**src/rtl/fucf_pkg.sv**
```systemverilog
// Package for the flow update change filter: table geometry, entry and item
// types, and the control structs passed between the controller and the table.
// No dependencies.
`timescale 1ns / 1ps

package fucf_pkg;

	localparam int TABLE_ENTRIES = 4096;
	localparam int IDX_W         = $clog2(TABLE_ENTRIES);
	localparam int CNT_W         = $clog2(TABLE_ENTRIES + 1);
	localparam int SLOT_W        = 12;

	localparam logic [7:0] TCP_PROTOCOL = 8'd6;

	localparam int S_DATA_W = 160;
	localparam int S_USER_W = 8;
	localparam int M_DATA_W = 176;
	localparam int M_USER_W = 2;

	typedef struct packed {
		logic [15:0] dst_port;
		logic [15:0] src_port;
		logic [31:0] dst_addr;
		logic [31:0] src_addr;
	} key_t;

	typedef struct packed {
		logic [31:0] denominator;
		logic [31:0] numerator;
	} val_t;

	typedef struct packed {
		val_t val;
		key_t key;
	} entry_t;

	typedef struct packed {
		logic [7:0] protocol;
		val_t       val;
		key_t       key;
	} item_t;

	typedef struct packed {
		logic             en;
		logic [IDX_W-1:0] addr;
	} rd_req_t;

	typedef struct packed {
		logic             en;
		logic [IDX_W-1:0] addr;
		entry_t           data;
	} wr_req_t;

	typedef struct packed {
		logic              send;
		logic              is_new;
		logic [SLOT_W-1:0] slot;
		key_t              key;
		val_t              val;
	} result_t;

endpackage

```
**src/rtl/fucf_ctrl.sv**
```systemverilog
// Lookup controller: takes one item, scans the occupied entries one per cycle
// for TCP items, decides, and writes back what it sends. Depends on fucf_pkg.
`timescale 1ns / 1ps

module fucf_ctrl (
	input  logic               clk,
	input  logic               arst_n,
	input  logic               flip_direction,
	input  logic               in_valid,
	output logic               in_ready,
	input  fucf_pkg::item_t    in_item,
	input  logic               out_free,
	output logic               res_valid,
	output fucf_pkg::result_t  res,
	output fucf_pkg::rd_req_t  rd_req,
	input  fucf_pkg::entry_t   rd_data,
	output fucf_pkg::wr_req_t  wr_req
);

	typedef enum logic [2:0] {
		ST_IDLE   = 3'b001,
		ST_SCAN   = 3'b010,
		ST_COMMIT = 3'b100
	} state_t;

	state_t                         state_q;
	fucf_pkg::key_t                 key_q;
	fucf_pkg::val_t                 val_q;
	logic                           drop_q;
	logic                           hit_q;
	logic                           changed_q;
	logic [fucf_pkg::IDX_W-1:0]     hit_slot_q;
	logic [fucf_pkg::CNT_W-1:0]     idx_q;
	logic [fucf_pkg::CNT_W-1:0]     fill_q;
	logic                           rd_vld_s1;
	logic [fucf_pkg::IDX_W-1:0]     rd_idx_s1;

	logic                           accept;
	logic                           issue;
	logic                           match_now;
	logic                           scan_done;
	logic                           full;
	logic                           commit;
	logic                           send;
	logic                           is_new;
	logic [fucf_pkg::IDX_W-1:0]     new_slot;
	logic [fucf_pkg::IDX_W-1:0]     slot_idx;
	fucf_pkg::key_t                 in_key;

	// Entries are allocated at the first free slot, or slot 0 when full, and never
	// freed, so the valid entries are always the prefix below the fill count.
	assign full     = (fill_q == fucf_pkg::CNT_W'(fucf_pkg::TABLE_ENTRIES));
	assign new_slot = full ? '0 : fill_q[fucf_pkg::IDX_W-1:0];

	assign in_ready = (state_q == ST_IDLE);
	assign accept   = in_valid && in_ready;

	always_comb begin
		in_key = in_item.key;
		if (flip_direction) begin
			in_key.src_addr = in_item.key.dst_addr;
			in_key.dst_addr = in_item.key.src_addr;
			in_key.src_port = in_item.key.dst_port;
			in_key.dst_port = in_item.key.src_port;
		end
	end

	assign issue     = (state_q == ST_SCAN) && (idx_q != fill_q);
	assign match_now = rd_vld_s1 && (rd_data.key == key_q);
	assign scan_done = (state_q == ST_SCAN) && (match_now || (!issue && !rd_vld_s1));

	assign rd_req.en   = issue;
	assign rd_req.addr = idx_q[fucf_pkg::IDX_W-1:0];

	assign send     = !drop_q && (!hit_q || changed_q);
	assign is_new   = !drop_q && !hit_q;
	assign slot_idx = drop_q ? '0 : (hit_q ? hit_slot_q : new_slot);
	assign commit   = (state_q == ST_COMMIT) && out_free;

	// Writes happen only in the commit cycle and the next item's scan starts
	// later, so a read never overlaps a write to the same entry.
	assign wr_req.en   = commit && send;
	assign wr_req.addr = slot_idx;
	assign wr_req.data = '{val: val_q, key: key_q};

	assign res_valid = commit;
	always_comb begin
		if (drop_q) begin
			res = '0;
		end else begin
			res.send   = send;
			res.is_new = is_new;
			res.slot   = fucf_pkg::SLOT_W'(slot_idx);
			res.key    = key_q;
			res.val    = val_q;
		end
	end

	always_ff @(posedge clk or negedge arst_n) begin
		if (!arst_n) begin
			state_q   <= ST_IDLE;
			fill_q    <= '0;
			idx_q     <= '0;
			rd_vld_s1 <= 1'b0;
			hit_q     <= 1'b0;
			drop_q    <= 1'b0;
		end else begin
			// A read still in flight when a match ends the scan is discarded.
			rd_vld_s1 <= issue && !match_now;
			if (issue) begin
				idx_q <= idx_q + 1'b1;
			end
			unique case (state_q)
				ST_IDLE: begin
					if (accept) begin
						idx_q  <= '0;
						hit_q  <= 1'b0;
						drop_q <= (in_item.protocol != fucf_pkg::TCP_PROTOCOL);
						state_q <= (in_item.protocol != fucf_pkg::TCP_PROTOCOL) ?
							ST_COMMIT : ST_SCAN;
					end
				end
				ST_SCAN: begin
					if (match_now) begin
						hit_q <= 1'b1;
					end
					if (scan_done) begin
						state_q <= ST_COMMIT;
					end
				end
				ST_COMMIT: begin
					if (commit) begin
						if (is_new && !full) begin
							fill_q <= fill_q + 1'b1;
						end
						state_q <= ST_IDLE;
					end
				end
				default: begin
					state_q <= ST_IDLE;
				end
			endcase
		end
	end

	always_ff @(posedge clk) begin
		rd_idx_s1 <= idx_q[fucf_pkg::IDX_W-1:0];
		if (accept) begin
			key_q <= in_key;
			val_q <= in_item.val;
		end
		if (match_now) begin
			hit_slot_q <= rd_idx_s1;
			changed_q  <= (rd_data.val != val_q);
		end
	end

endmodule

```
**config.mk**
```make
export PLATFORM = sky130hd
export DESIGN_NAME = fucf_ctrl
export DESIGN_NICKNAME = d
export VERILOG_FILES = /design/src/rtl/fucf_pkg.sv /design/src/rtl/fucf_ctrl.sv
export SDC_FILE = /design/constraint.sdc
export NUM_CORES = 1
export LEC_CHECK = 0
export ABC_AREA = 1
export BUFFER_PORTS_ARGS = -buffer_cell sky130_fd_sc_hd__buf_4
export CORE_AREA = 5 5 270 272
export CTS_BUF_LIST = sky130_fd_sc_hd__clkbuf_16
export CTS_CLUSTER_DIAMETER = 40
export DETAILED_ROUTE_END_ITERATION = 6
export DIE_AREA = 0 0 275 277
export GPL_ROUTABILITY_DRIVEN = 0
export PLACE_DENSITY = 0.44
export SYNTH_ARGS = -nofsm -noshare
export SYNTH_HDL_FRONTEND = slang
export SYNTH_SLANG_ARGS = --single-unit
```
**constraint.sdc**
```tcl
create_clock -name clk -period 6.8 [get_ports clk]
set_input_delay 0.34 -clock clk [delete_from_list [all_inputs] [get_ports clk]]
set_output_delay 0.34 -clock clk [all_outputs]
set_load 0.01 [all_outputs]
```
[Word-level counts from Yosys, hierarchy flattened]
Cells that the tools add are included.
Storage, ports and cells
  register bits after elaboration: 217
  input bits: 333
  output and inout port bits: 362
  word-level logic and storage cells: 69
Cells by class
  $add $sub $neg: 2
  equal/unequal tests: 12
  muxes and demuxes: 16
  reductions and logical operators: 24
Operators by type and width (count)
  174-bit 2-to-1 mux: 1
  96-bit == test: 1
  96-bit 2-to-1 mux: 1
  64-bit != test: 1
  13-bit 2-to-1 mux: 3
  12-bit 2-to-1 mux: 3
  13-bit by 1-bit adder with 13-bit output (second input constant): 2
  13-bit == test (second input constant): 1
  13-bit != test: 1
  3-bit 2-to-1 mux: 4
  1-bit logical AND: 11
  3-bit case mux with 3 select lines: 1
  3-bit AND reduction: 3
  8-bit by 3-bit != test with 1-bit output (second input constant): 1
  1-bit logical NOT: 6
  2-bit != test (second input constant): 3
  3-bit by 1-bit == test with 1-bit output (second input constant): 1
  3-bit by 2-bit == test with 1-bit output (second input constant): 1
  3-bit == test (second input constant): 1
  1-bit logical OR: 2
  1-bit 2-to-1 mux: 2
  2-bit by 1-bit != test with 1-bit output (second input constant): 1
  1-bit case mux with 2 select lines: 1
  2-bit AND reduction: 1
  2-bit nonzero test: 1

[Logic depth before layout (Yosys ltp)]
Gate-level depths: netlist (run 1).
  word-level depth: 8
  depth in mapped cells: 13
  depth with buffers taken out: 12

[Worst setup path after synthesis (run 1)]
Ideal clock, no wire load.
  path kind: register to register
  start: register state_q[0]
  end: register idx_q[6] in the netlist's numbering
  library setup time: 0.129 ns
  arrival: 5.717 ns
  required time: 6.671 ns
  setup slack: 0.955 ns
  cell stages (with the launch flop): 9
  buffers on the path: 1
  period minus slack after synthesis: 5.845 ns
  cell sequence: dfstp_2 > inv_1 > nor3_4 > inv_1 > nor2_2 > inv_1 > buf_2 > o21ai_0 > a21oi_1
Between the ends
  elaborated cells between the ends (all ways): 7
  those cells by class: eq/ne (2); mux (3); reduce/logical (2)
RTL lines
  start, declared: RTL line fucf_ctrl.sv:26  | state_t state_q;
  start signal, assigned: RTL line fucf_ctrl.sv:119  | state_q <= (in_item.protocol != fucf_pkg::TCP_PROTOCOL) ?
  3-bit by 1-bit == test with 1-bit output: RTL line fucf_ctrl.sv:55  | assign in_ready = (state_q == ST_IDLE);
  via in_ready: RTL line fucf_ctrl.sv:10  | output logic in_ready,
  1-bit logical AND: RTL line fucf_ctrl.sv:56  | assign accept = in_valid && in_ready;
  via accept: RTL line fucf_ctrl.sv:38  | logic accept;
  13-bit 2-to-1 mux: RTL line fucf_ctrl.sv:115  | if (accept) begin
  13-bit 2-to-1 mux: RTL line fucf_ctrl.sv:113  | unique case (state_q)
  end signal, assigned: RTL line fucf_ctrl.sv:111  | idx_q <= idx_q + 1'b1;
  end, declared: RTL line fucf_ctrl.sv:33  | logic [fucf_pkg::CNT_W-1:0] idx_q;
The timed path passes the listed nets, and every way through them passes these cells.
A chain may end at the register's enable or synchronous reset.

==> results of run 1 <==
[power by group through the flow]
| stage | clock (W) | combinational [W] | sequential [W] |
|---|---|---|---|
| 2_1_floorplan | 0 | 0.00117 | 0.00204 |
| 3_3_place_gp | 0 | 0.00280 | 0.00206 |
| 3_5_place_dp | 0 | 0.00279 | 0.00207 |
| 4_1_cts | 0.00279 | 0.00284 | 0.00205 |
| 5_1_grt | 0.00285 | 0.00301 | 0.00207 |
| 6_report | 0.00272 | 0.00278 | 0.00204 |
[sequential cells by signal, summed over array words and instances (netlist names)]
| signal | flops |
|---|---|
| changed_q | 1 |
| drop_q | 1 |
| fill_q | 13 |
| hit_q | 1 |
| hit_slot_q | 12 |
| idx_q | 13 |
| rd_idx_s1 | 12 |
| rd_vld_s1 | 1 |
| state_q | 3 |
| wr_req | 160 |
[cell usage in the layout (no fill, tap or decap), drive strengths merged]
cell type	count
dfxtp	12
nand3b	2
a211oi	2
xor2	55
edfxtp	173
dfrtp	31
nand3	30
clkinvlp	8
xnor2	50
inv	338
nor3	19
o2111ai	2
dfstp	1
clkbuf	56
o21bai	1
nor4	12
nor2	321
bufinv	11
buf	701
nor3b	2
diode	6
dlygate4sd3	65
nand4	43
nor2b	1
a21oi	71
nand2	357
o22ai	3
o21ai	72
clkinv	16
ha	3
or2	9
[critical path, stage by stage, from the launching register on]
cell and delay (ns):
dfrtp_4 0.76, buf_4 0.70, nor2_1 0.26, buf_4 0.22
[routing by layer]
layer / global-route usage (%) / wire length, µm
met5: 0 / 15
met4: 6.92 / 2900
met3: 6.08 / 6390
met2: 33.3 / 37400
met1: 19.9 / 27900
[through the flow]
step / cells / instance area [µm²] / power, W / hold WS [ns]
6_report: 3423 / 21600 / 0.00754 / 0.0558
5_1_grt: 3419 / 21500 / 0.00793 / 0.0324
4_1_cts: 3417 / 21500 / 0.00767 / 0.00807
3_5_place_dp: 3254 / 19000 / 0.00486 / 0.327
3_3_place_gp: 3254 / 19000 / 0.00485 / 0.325
2_1_floorplan: 1673 / 12900 / 0.00321 / 0.0444
[logic make-up (layout without fill, tap and decap cells)]
family / after synthesis / after routing
other cells: 0 / 6
compound gates: 151 / 151
flops: 217 / 217
buf+inv: 401 / 1195
simple gates: 796 / 796
fa+ha+maj: 3 / 3
xor+xnor: 105 / 105
[Yosys cell counts]
cell         n  area share, %
xor2_1      55            3.7
edfxtp_1   173             40
nor3_2       2           0.16
o21bai_1     1          0.058
o2111ai_1    2           0.14
ha_1         3           0.29
nor2_1     315            9.2
nor4_1      12           0.58
nor2b_1      1          0.049
clkbuf_1    32           0.93
nor2_4       3           0.26
a21oi_1     70            2.7
inv_1      326            9.5
o22ai_1      3           0.15
buf_2       11           0.43
clkinv_1     1          0.029
inv_2        4           0.12
dfrtp_1     31            6.0
nand3_1     29            1.1
dfxtp_1     12            1.9
dfstp_2      1           0.20
nor3_1      16           0.62
nor3_4       1           0.13
xnor2_1     50            3.4
o21ai_0     72            2.8
or2_2        9           0.44
nor3b_1      2           0.12
nand2_1    352             10
nor2_2       3           0.15
nand2_2      5           0.24
a21oi_2      1          0.068
buf_4       26            1.5
buf_6        1          0.087
nand3b_1     2           0.12
a211oi_1     2           0.12
nand3_4      1           0.14
nand4_1     43            2.1
[layout make-up]
type	instances	area (µm²)	share of cell area, %
clock buffer	56	1400	6.50
inverter	331	1240	5.76
tap	950	1190	5.51
multi-input combinational	1055	5040	23.4
antenna	6	15.0	0.0697
clock inverter	42	504	2.34
timing repair buffer	766	5920	27.5
sequential	217	6240	29.0
[worst max path at each step]
stage,to,slack [ns],depth (start not counted)
2_1_floorplan,idx_q[6],0.95,8
3_3_place_gp,hit_slot_q[10],3.79,8
3_5_place_dp,hit_slot_q[10],3.90,8
4_1_cts,res[85],3.71,3
5_1_grt,res[83],3.62,3
6_report,res[48],3.82,3
==> flow_summary.json, run 1 <==
{
  "r2r_start": "wr_req[24]",
  "synth.area.mux_share_pct": 0,
  "synth_xor_area_share_pct": 7.13,
  "worst_slack_ns": 3.82,
  "rrSetupSlack_ns": 4.11,
  "grt_pass1_vias": 14500,
  "critPathLaunch": "drop_q",
  "rr_endpoint": "hit_slot_q[10]",
  "htreeDepth": 2,
  "start_util_pct": 18.3,
  "synth_top_family_by_area": "simple AND/OR/NAND/NOR gates",
  "clk_latency_ns": 0.57,
  "syn_area_per_cell_um2": 7.71,
  "yosysUniqueCellTypes": 37,
  "synth_fa_ha_area_share_pct": 0.291,
  "cp.arrival_ns": 2.64,
  "areaGrowthSynthToFinish_pct": 67.1,
  "grt_pass1_wl_mm": 103,
  "postCtsSetupRepairBufs": 0,
  "period_minus_slack_ns": 2.98,
  "die_h_um": 277,
  "yosys_warnings": 0,
  "fin_skew_ns": 0.0212,
  "synth_cells": 1673,
  "fp.coreArea_mm2": 0.0705,
  "maxSlewHeadroom_pct": 24.9,
  "dpl_worst_slack_ns": 3.90,
  "drv_cap": 0,
  "grtUsageTotal_pct": 18.4,
  "drt_wl_total_mm": 74.6,
  "path_max_fanout": 70,
  "first_pass_iters": 5,
  "clockBufferDepth": 3,
  "cts_resized": 0,
  "seq_power_share_pct": 27.1,
  "critPathLaunchType": "flop",
  "dpl.hpwl_mm": 62.3,
  "viasPerCell": 4.07,
  "drive_gt1_share_pct": 33.2,
  "netSwitchingPower_w": 0.00275,
  "r2r_cells": 8,
  "ioPinCount": 695,
  "clock-root-buffer": "clkbuf_16",
  "finalSetupViolCount": 0,
  "synth_simple_gate_area_share_pct": 25.6,
  "grt-ovfl-total": 0,
  "rsz0062_at_grt": "false",
  "slew_violations": 0,
  "ant_nets": 0,
  "critPathKind": "reg2out",
  "final_util_pct": 30.6,
  "cts_tree": "built",
  "hp-class": "in2reg",
  "fin_setup_tns_ns": 0,
  "first_iter_violations": 715,
  "leakagePower_nw": 10.7,
  "synth.yosys.seq_area_share_pct": 48.4,
  "ys_ff_latch": 217,
  "timing.final.crit_share_pct": 43.9,
  "route.detailed.drc": 0,
  "hold_depth": 3,
  "synth_area_mm2": 0.0129,
  "layout.nets": 2760,
  "p_clk_share_pct": 36.1,
  "fmax_mhz": 335,
  "numCtsBuffers": 53,
  "internal_power_w": 0.00478,
  "dieArea_mm2": 0.0762,
  "p_per_area_mw_per_mm2": 350,
  "cts.sinks": 217,
  "fill_cells": 7546,
  "report.final.hold_viol_count": 0,
  "io_buffer_count": 694,
  "cp.required_ns": 6.46,
  "clk_pin_slew_ns": 0.05,
  "holdBufCountCts": 65,
  "hp-start": "in_item[44]",
  "combPwrFrac_pct": 36.8,
  "outcome": "finished, final reports clean",
  "synth_nets": 2009,
  "worstSetupEndpointType": "primary output",
  "antenna_found_initial": 10,
  "grt_max_degree": 74,
  "fp-row-count": 98,
  "vias": 13900,
  "tightest_slew_ns": 1.13,
  "holdPathEnd": "wr_req[12]",
  "swShare_pct": 36.5,
  "wl_per_cell_um": 21.8,
  "synth_compound_area_share_pct": 6.03,
  "ir_worst_vdd_mv": 0.263,
  "die_x_um": 275
}
No activity file was read; power rests on OpenSTA's default activity.
==> run 2, diff against run 1 <==
--- a/config.mk
+++ b/config.mk
@@ -13,7 +13,7 @@
 export DETAILED_ROUTE_END_ITERATION = 6
 export DIE_AREA = 0 0 275 277
 export GPL_ROUTABILITY_DRIVEN = 0
-export PLACE_DENSITY = 0.44
+export PLACE_DENSITY = 0.45
 export SYNTH_ARGS = -nofsm -noshare
 export SYNTH_HDL_FRONTEND = slang
 export SYNTH_SLANG_ARGS = --single-unit
==> constraint.sdc (replaced) <==
create_clock -name clk -period 2.7 [get_ports clk]
set_input_delay 0.135 -clock clk [delete_from_list [all_inputs] [get_ports clk]]
set_output_delay 0.135 -clock clk [all_outputs]
set_load 0.01 [all_outputs]
==> run 2 against run 1 <==
- global-route usage is 0.87 points higher
- die area unchanged
- utilization grew 2.0 points
- count of clock-buffer cells in the layout fell by 6
- total power grew 150%
- sequential power is 150% higher
- register-to-register slack got worse by 4.0 ns
- cell area increased by 6.5%
- via count grew 4.8%
- highest routed layer unchanged
- combinational power grew to 2.7 times the previous value
- critical endpoint is now hit_slot_q[10]
- largest cell class is now buffers
- sequential share of layout area shrank 1.8 points
- clock skew up 0.0027 ns
==> flow_summary.json, run 2 (synthesis gave the netlist of run 1 again) <==
{
  "outcome": "finished, final reports clean",
  "slew_violations": 0,
  "ioPinCount": 695,
  "cp.arrival_ns": 2.83,
  "die_h_um": 277,
  "cp.required_ns": 2.97,
  "route.detailed.drc": 0,
  "tightest_slew_ns": 0.931,
  "finalSetupViolCount": 0,
  "fin_skew_ns": 0.0239,
  "drv_cap": 0,
  "grt_pass1_wl_mm": 108,
  "dieArea_mm2": 0.0762,
  "final_cell_mix": "buf_4 (712), nand2_1 (352), inv_1 (328)",
  "areaGrowthSynthToFinish_pct": 77.9,
  "first_pass_iters": 7,
  "cts_resized": 0,
  "internal_power_w": 0.0116,
  "ir_worst_vdd_mv": 0.538,
  "critPathKind": "reg2reg",
  "netSwitchingPower_w": 0.00701,
  "fmax_mhz": 391,
  "fill_cells": 7528,
  "p_clk_share_pct": 33.2,
  "layout.nets": 2914,
  "htreeDepth": 2,
  "seqCellArea_mm2": 0.00624,
  "placed_area_mm2": 0.0192,
  "seq_power_share_pct": 27.0,
  "period_minus_slack_ns": 2.56,
  "clk_latency_ns": 0.59,
  "ant_nets": 0,
  "p_per_area_mw_per_mm2": 813,
  "fp.coreArea_mm2": 0.0705,
  "report.final.hold_viol_count": 0,
  "wl_met1_mm": 27.7,
  "wl_per_cell_um": 21.6,
  "multiInputGateArea_mm2": 0.00504,
  "timing.final.crit_share_pct": 94.7,
  "start_util_pct": 18.3,
  "path_max_fanout": 14,
  "clk_pin_slew_ns": 0.05,
  "fp-row-count": 98,
  "drt_wl_total_mm": 77.3,
  "layout_commonest_cell": "buf_4",
  "highest_layer": "met5",
  "critPathLaunchType": "flop",
  "maxSlewHeadroom_pct": 37.9,
  "cts.sinks": 217,
  "largest_reg_flops": 160,
  "clockBufferDepth": 3,
  "vias": 14600,
  "rsz0062_at_grt": "false",
  "die_x_um": 275,
  "combPwrFrac_pct": 39.9,
  "hp-class": "in2reg",
  "swShare_pct": 37.6,
  "leakagePower_nw": 11.3,
  "final_util_pct": 32.6,
  "antenna_found_initial": 7,
  "dpl.hpwl_mm": 64.4,
  "fin_setup_tns_ns": 0,
  "io_buffer_count": 694,
  "viasPerCell": 4.09,
  "design_area_mm2": 0.0230,
  "numCtsBuffers": 49,
  "grtUsageTotal_pct": 19.3,
  "grt_max_degree": 87,
  "drive_gt1_share_pct": 31.8,
  "cts_tree": "built",
  "grt-ovfl-total": 0,
  "postCtsSetupRepairBufs": 0,
  "worstSetupEndpointType": "flop",
  "met2_length_mm": 38.1,
  "total_power_w": 0.0187,
  "clock-root-buffer": "clkbuf_16",
  "grt_pass1_vias": 15400,
  "dr_wl_met3_mm": 7.38,
  "first_iter_violations": 745
}
run 2: cell count changes in the layout (fill, tap and decap cells not counted), sizes merged:
| cell | delta |
|---|---|
| bufinv | -3 |
| clkinv | +7 |
| clkinvlp | -1 |
| dlygate4sd3 | +141 |
| inv | -3 |
| buf | +17 |
| clkbuf | -6 |
run 2: critical path: stages, from the launching register on:
cell,delay [ns]
edfxtp_1,0.44
nand2_1,0.22
nand2_1,0.08
nor2_1,0.28
nand4_1,0.34
nor2_1,0.17
nand2_1,0.10
nor3_1,0.20
nand2_1,0.14
inv_1,0.13
buf_12,0.17
run 2: stage by stage:
| stage | worst slack (ns) | hold WS, ns | cells |
|---|---|---|---|
| final | 0.142 | 0.0440 | 3575 |
| after global routing | 0.106 | 0.0320 | 3571 |
| after CTS | 0.153 | 0.0108 | 3569 |
| after detailed placement | 0.163 | 0.127 | 3271 |
| after global placement | 0.126 | 0.113 | 3271 |
| after floorplan | -1.23 | -0.161 | 1673 |
run 2: layout make-up:
type,count,share of cell area (%)
Multi-Input combinational cell,1055,22.0
Inverter,331,5.41
Clock buffer,50,5.45
Timing Repair Buffer,924,32.8
Tap cell,950,5.18
Clock inverter,42,1.97
Antenna cell,6,0.0654
Sequential cell,217,27.2
run 2: power groups by stage:
stage               sequential, W  combinational, W  clock (W)
floorplan                 0.00509           0.00295          0
global placement          0.00506           0.00734          0
detailed placement        0.00509           0.00732          0
CTS                       0.00503           0.00762    0.00635
global route              0.00510           0.00806    0.00652
finish                    0.00503           0.00744    0.00618
run 2: metal layers:
layer  track usage, %  vias to the layer above
met1             20.1                     6750
met3             6.79                      156
met4             9.32                        4
met5                0                        -
met2             34.5                      705
li1                 -                     7005
run 2: worst paths after layout:
path                       slack [ns]         start             end  cells past startpoint
max in group asynchronous        2.25        arst_n          drop_q                      2
max reg2reg                      0.14    wr_req[18]  hit_slot_q[10]                     10
min                              0.04   in_item[73]      wr_req[73]                      3
min reg2reg                      0.40  rd_idx_s1[3]   hit_slot_q[3]                      0
min in group asynchronous        0.09        arst_n       fill_q[2]                      2
max                              0.14    wr_req[18]  hit_slot_q[10]                     10
run 2: repair_timing:
item	CTS	global route
hold buffers	206	0
endpoints found under the hold margin	195	0
setup endpoints to repair	0	0
==> run 3, diff against run 2 <==
--- a/config.mk
+++ b/config.mk
@@ -7,12 +7,13 @@
 export LEC_CHECK = 0
 export ABC_AREA = 1
 export BUFFER_PORTS_ARGS = -buffer_cell sky130_fd_sc_hd__buf_4
-export CORE_AREA = 5 5 270 272
+export CORE_AREA = 2 2 267 269
 export CTS_BUF_LIST = sky130_fd_sc_hd__clkbuf_16
 export CTS_CLUSTER_DIAMETER = 40
 export DETAILED_ROUTE_END_ITERATION = 6
-export DIE_AREA = 0 0 275 277
+export DIE_AREA = 0 0 269 271
 export GPL_ROUTABILITY_DRIVEN = 0
+export MAX_ROUTING_LAYER = met4
 export PLACE_DENSITY = 0.45
 export SYNTH_ARGS = -nofsm -noshare
 export SYNTH_HDL_FRONTEND = slang
==> run 3 against run 2 <==
- utilization is 0.76 points higher
- register-to-register slack improved by 0.05 ns
- combinational power barely moved
- clock skew rose by 0.0099 ns
- global-route usage is 1.1 points higher
- cell area rose by 1.3%
- critical path type unchanged
==> flow_summary.json, run 3 (synthesis gave the netlist of run 1 again) <==
{
  "outcome": "finished, final reports clean",
  "timing.final.crit_share_pct": 93.1,
  "r2r_cells": 12,
  "first_iter_violations": 792,
  "hold_ws_ns": 0.0150,
  "grt_max_degree": 99,
  "place_inst": 3256,
  "clockBufferDepth": 3,
  "maxSlewHeadroom_pct": 41.7,
  "crit_chain": "nand2_1 > nand2_1 > nor2_1 > nand2_1 > nor2_1 > nand2_1 > nor2_2 > nand3_1 > nand2_2 > nand4_1 > nand2_1 > dlygate4sd3_1",
  "path_delay_family": "simple AND/OR/NAND/NOR gates",
  "r2r_start": "wr_req[5]",
  "cts_tree": "built",
  "netSwitchingPower_w": 0.00737,
  "rr_endpoint": "state_q[0]",
  "holdPathEnd": "wr_req[92]",
  "io_buffer_count": 694,
  "hp-class": "in2reg",
  "layout_commonest_cell": "buf_4",
  "critPathLaunch": "wr_req[5]",
  "seqCellArea_mm2": 0.00624,
  "placed_area_mm2": 0.0191,
  "grt_pass1_wl_mm": 103,
  "worst_slack_ns": 0.187,
  "final_cell_mix": "buf_4 (707), nand2_1 (351), inv_1 (327)",
  "p_per_area_mw_per_mm2": 835,
  "cp.required_ns": 3.23,
  "seq_power_share_pct": 26.0,
  "path_max_fanout": 3,
  "numCtsBuffers": 59,
  "antenna_found_initial": 9,
  "rsz0062_at_grt": "false",
  "finalSetupViolCount": 0,
  "cp.arrival_ns": 3.04,
  "design_area_mm2": 0.0232,
  "tightest_slew_ns": 0.865,
  "layout.cells.non_filler": 3587,
  "total_power_w": 0.0194,
  "crit_slowest_cell": "dlygate4sd3_1",
  "dieArea_mm2": 0.0729,
  "fill_cells": 7391,
  "largest_reg_flops": 160,
  "drive_gt1_share_pct": 32.4,
  "fmax_mhz": 398,
  "max_stage_delay_ns": 0.55,
  "path_buf_inv": 1,
  "start_util_pct": 18.5,
  "ir_worst_vdd_mv": 0.667,
  "grt_pass1_vias": 14900,
  "cts.sinks": 217,
  "drv_cap": 0,
  "p_clk_share_pct": 35.8,
  "fp.coreArea_mm2": 0.0698,
  "dpl.hpwl_mm": 61.7,
  "rrSetupSlack_ns": 0.19,
  "clk_latency_ns": 0.61,
  "internal_power_w": 0.0121,
  "swShare_pct": 37.9,
  "clk_pin_slew_ns": 0.05,
  "vias": 14600,
  "viasPerCell": 4.08,
  "layout.nets": 2923,
  "leakagePower_nw": 11.4,
  "crit_path_frequent_cell": "nand2_1",
  "grt-ovfl-total": 0,
  "first_pass_iters": 5,
  "ant_nets": 0,
  "slew_violations": 0,
  "hold_depth": 3,
  "die_x_um": 269,
  "grtUsageTotal_pct": 20.4,
  "die_h_um": 271,
  "fin_skew_ns": 0.0339,
  "wl_per_cell_um": 21.1,
  "combPwrFrac_pct": 38.3,
  "critPathLaunchType": "flop",
  "worstSetupEndpointType": "flop",
  "critPathKind": "reg2reg",
  "htreeDepth": 2,
  "fp-row-count": 97,
  "areaGrowthSynthToFinish_pct": 80.2,
  "route.detailed.drc": 0,
  "hp-start": "in_item[76]",
  "period_minus_slack_ns": 2.51,
  "multiInputGateArea_mm2": 0.00505,
  "dpl_worst_slack_ns": 0.428,
  "report.final.hold_viol_count": 0,
  "ioPinCount": 695,
  "clock-root-buffer": "clkbuf_16",
  "drt_wl_total_mm": 75.6
}
## run 3: power groups by stage
stage / logic [W] / registers, W / clock network, W
CTS: 0.00754 / 0.00504 / 0.00712
detailed placement: 0.00722 / 0.00509 / 0
finish: 0.00743 / 0.00504 / 0.00694
floorplan: 0.00295 / 0.00509 / 0
global route: 0.00799 / 0.00511 / 0.00730
global placement: 0.00726 / 0.00506 / 0
## run 3: metal layers
layer	global-route usage [%]	up-vias	wire, µm
met1	22.2	6827	29600
met3	5.56	114	6020
met5	-	-	0
li1	-	7036	-
met4	6.27	0	2160
met2	36.0	642	37900
## run 3: cell type report
cell class              instances  area share (%)
clock buffers                  59            6.35
multi-input cells            1055            21.7
clock inverters                53            2.18
well taps                     940            5.06
repair buffers                923            32.4
inverters                     331            5.36
diodes                          9          0.0969
flip-flops and latches        217            26.8
## run 3: repair_timing
action                                  4_1_cts  5_1_grt
hold buffers                                208        1
resized for setup                             0        3
setup buffers                                 0        1
hold endpoints to repair                    194        1
endpoints found under the setup margin        0        3
## run 3: worst max-delay path by stage
stage / to / slack, ns / depth (start not counted)
3_5_place_dp: hit_slot_q[9] / 0.43 / 10
4_1_cts: state_q[0] / 0.03 / 12
3_3_place_gp: hit_slot_q[9] / 0.35 / 10
5_1_grt: state_q[0] / 0.004 / 12
2_1_floorplan: idx_q[6] / -1.23 / 8
6_report: state_q[0] / 0.19 / 12
## run 3: stage by stage
stage          setup TNS, ns  utilization (%)
4_1_cts                    0             33.2
3_5_place_dp               0             27.4
6_report                   0             33.3
5_1_grt                    0             33.3
2_1_floorplan        -180.38                -
3_3_place_gp               0             27.4
## run 3: worst min-delay path: cells and delay by family
family | cells | cell delay [ns]
compound gates | 1 | 0.12
buf+inv | 2 | 0.17
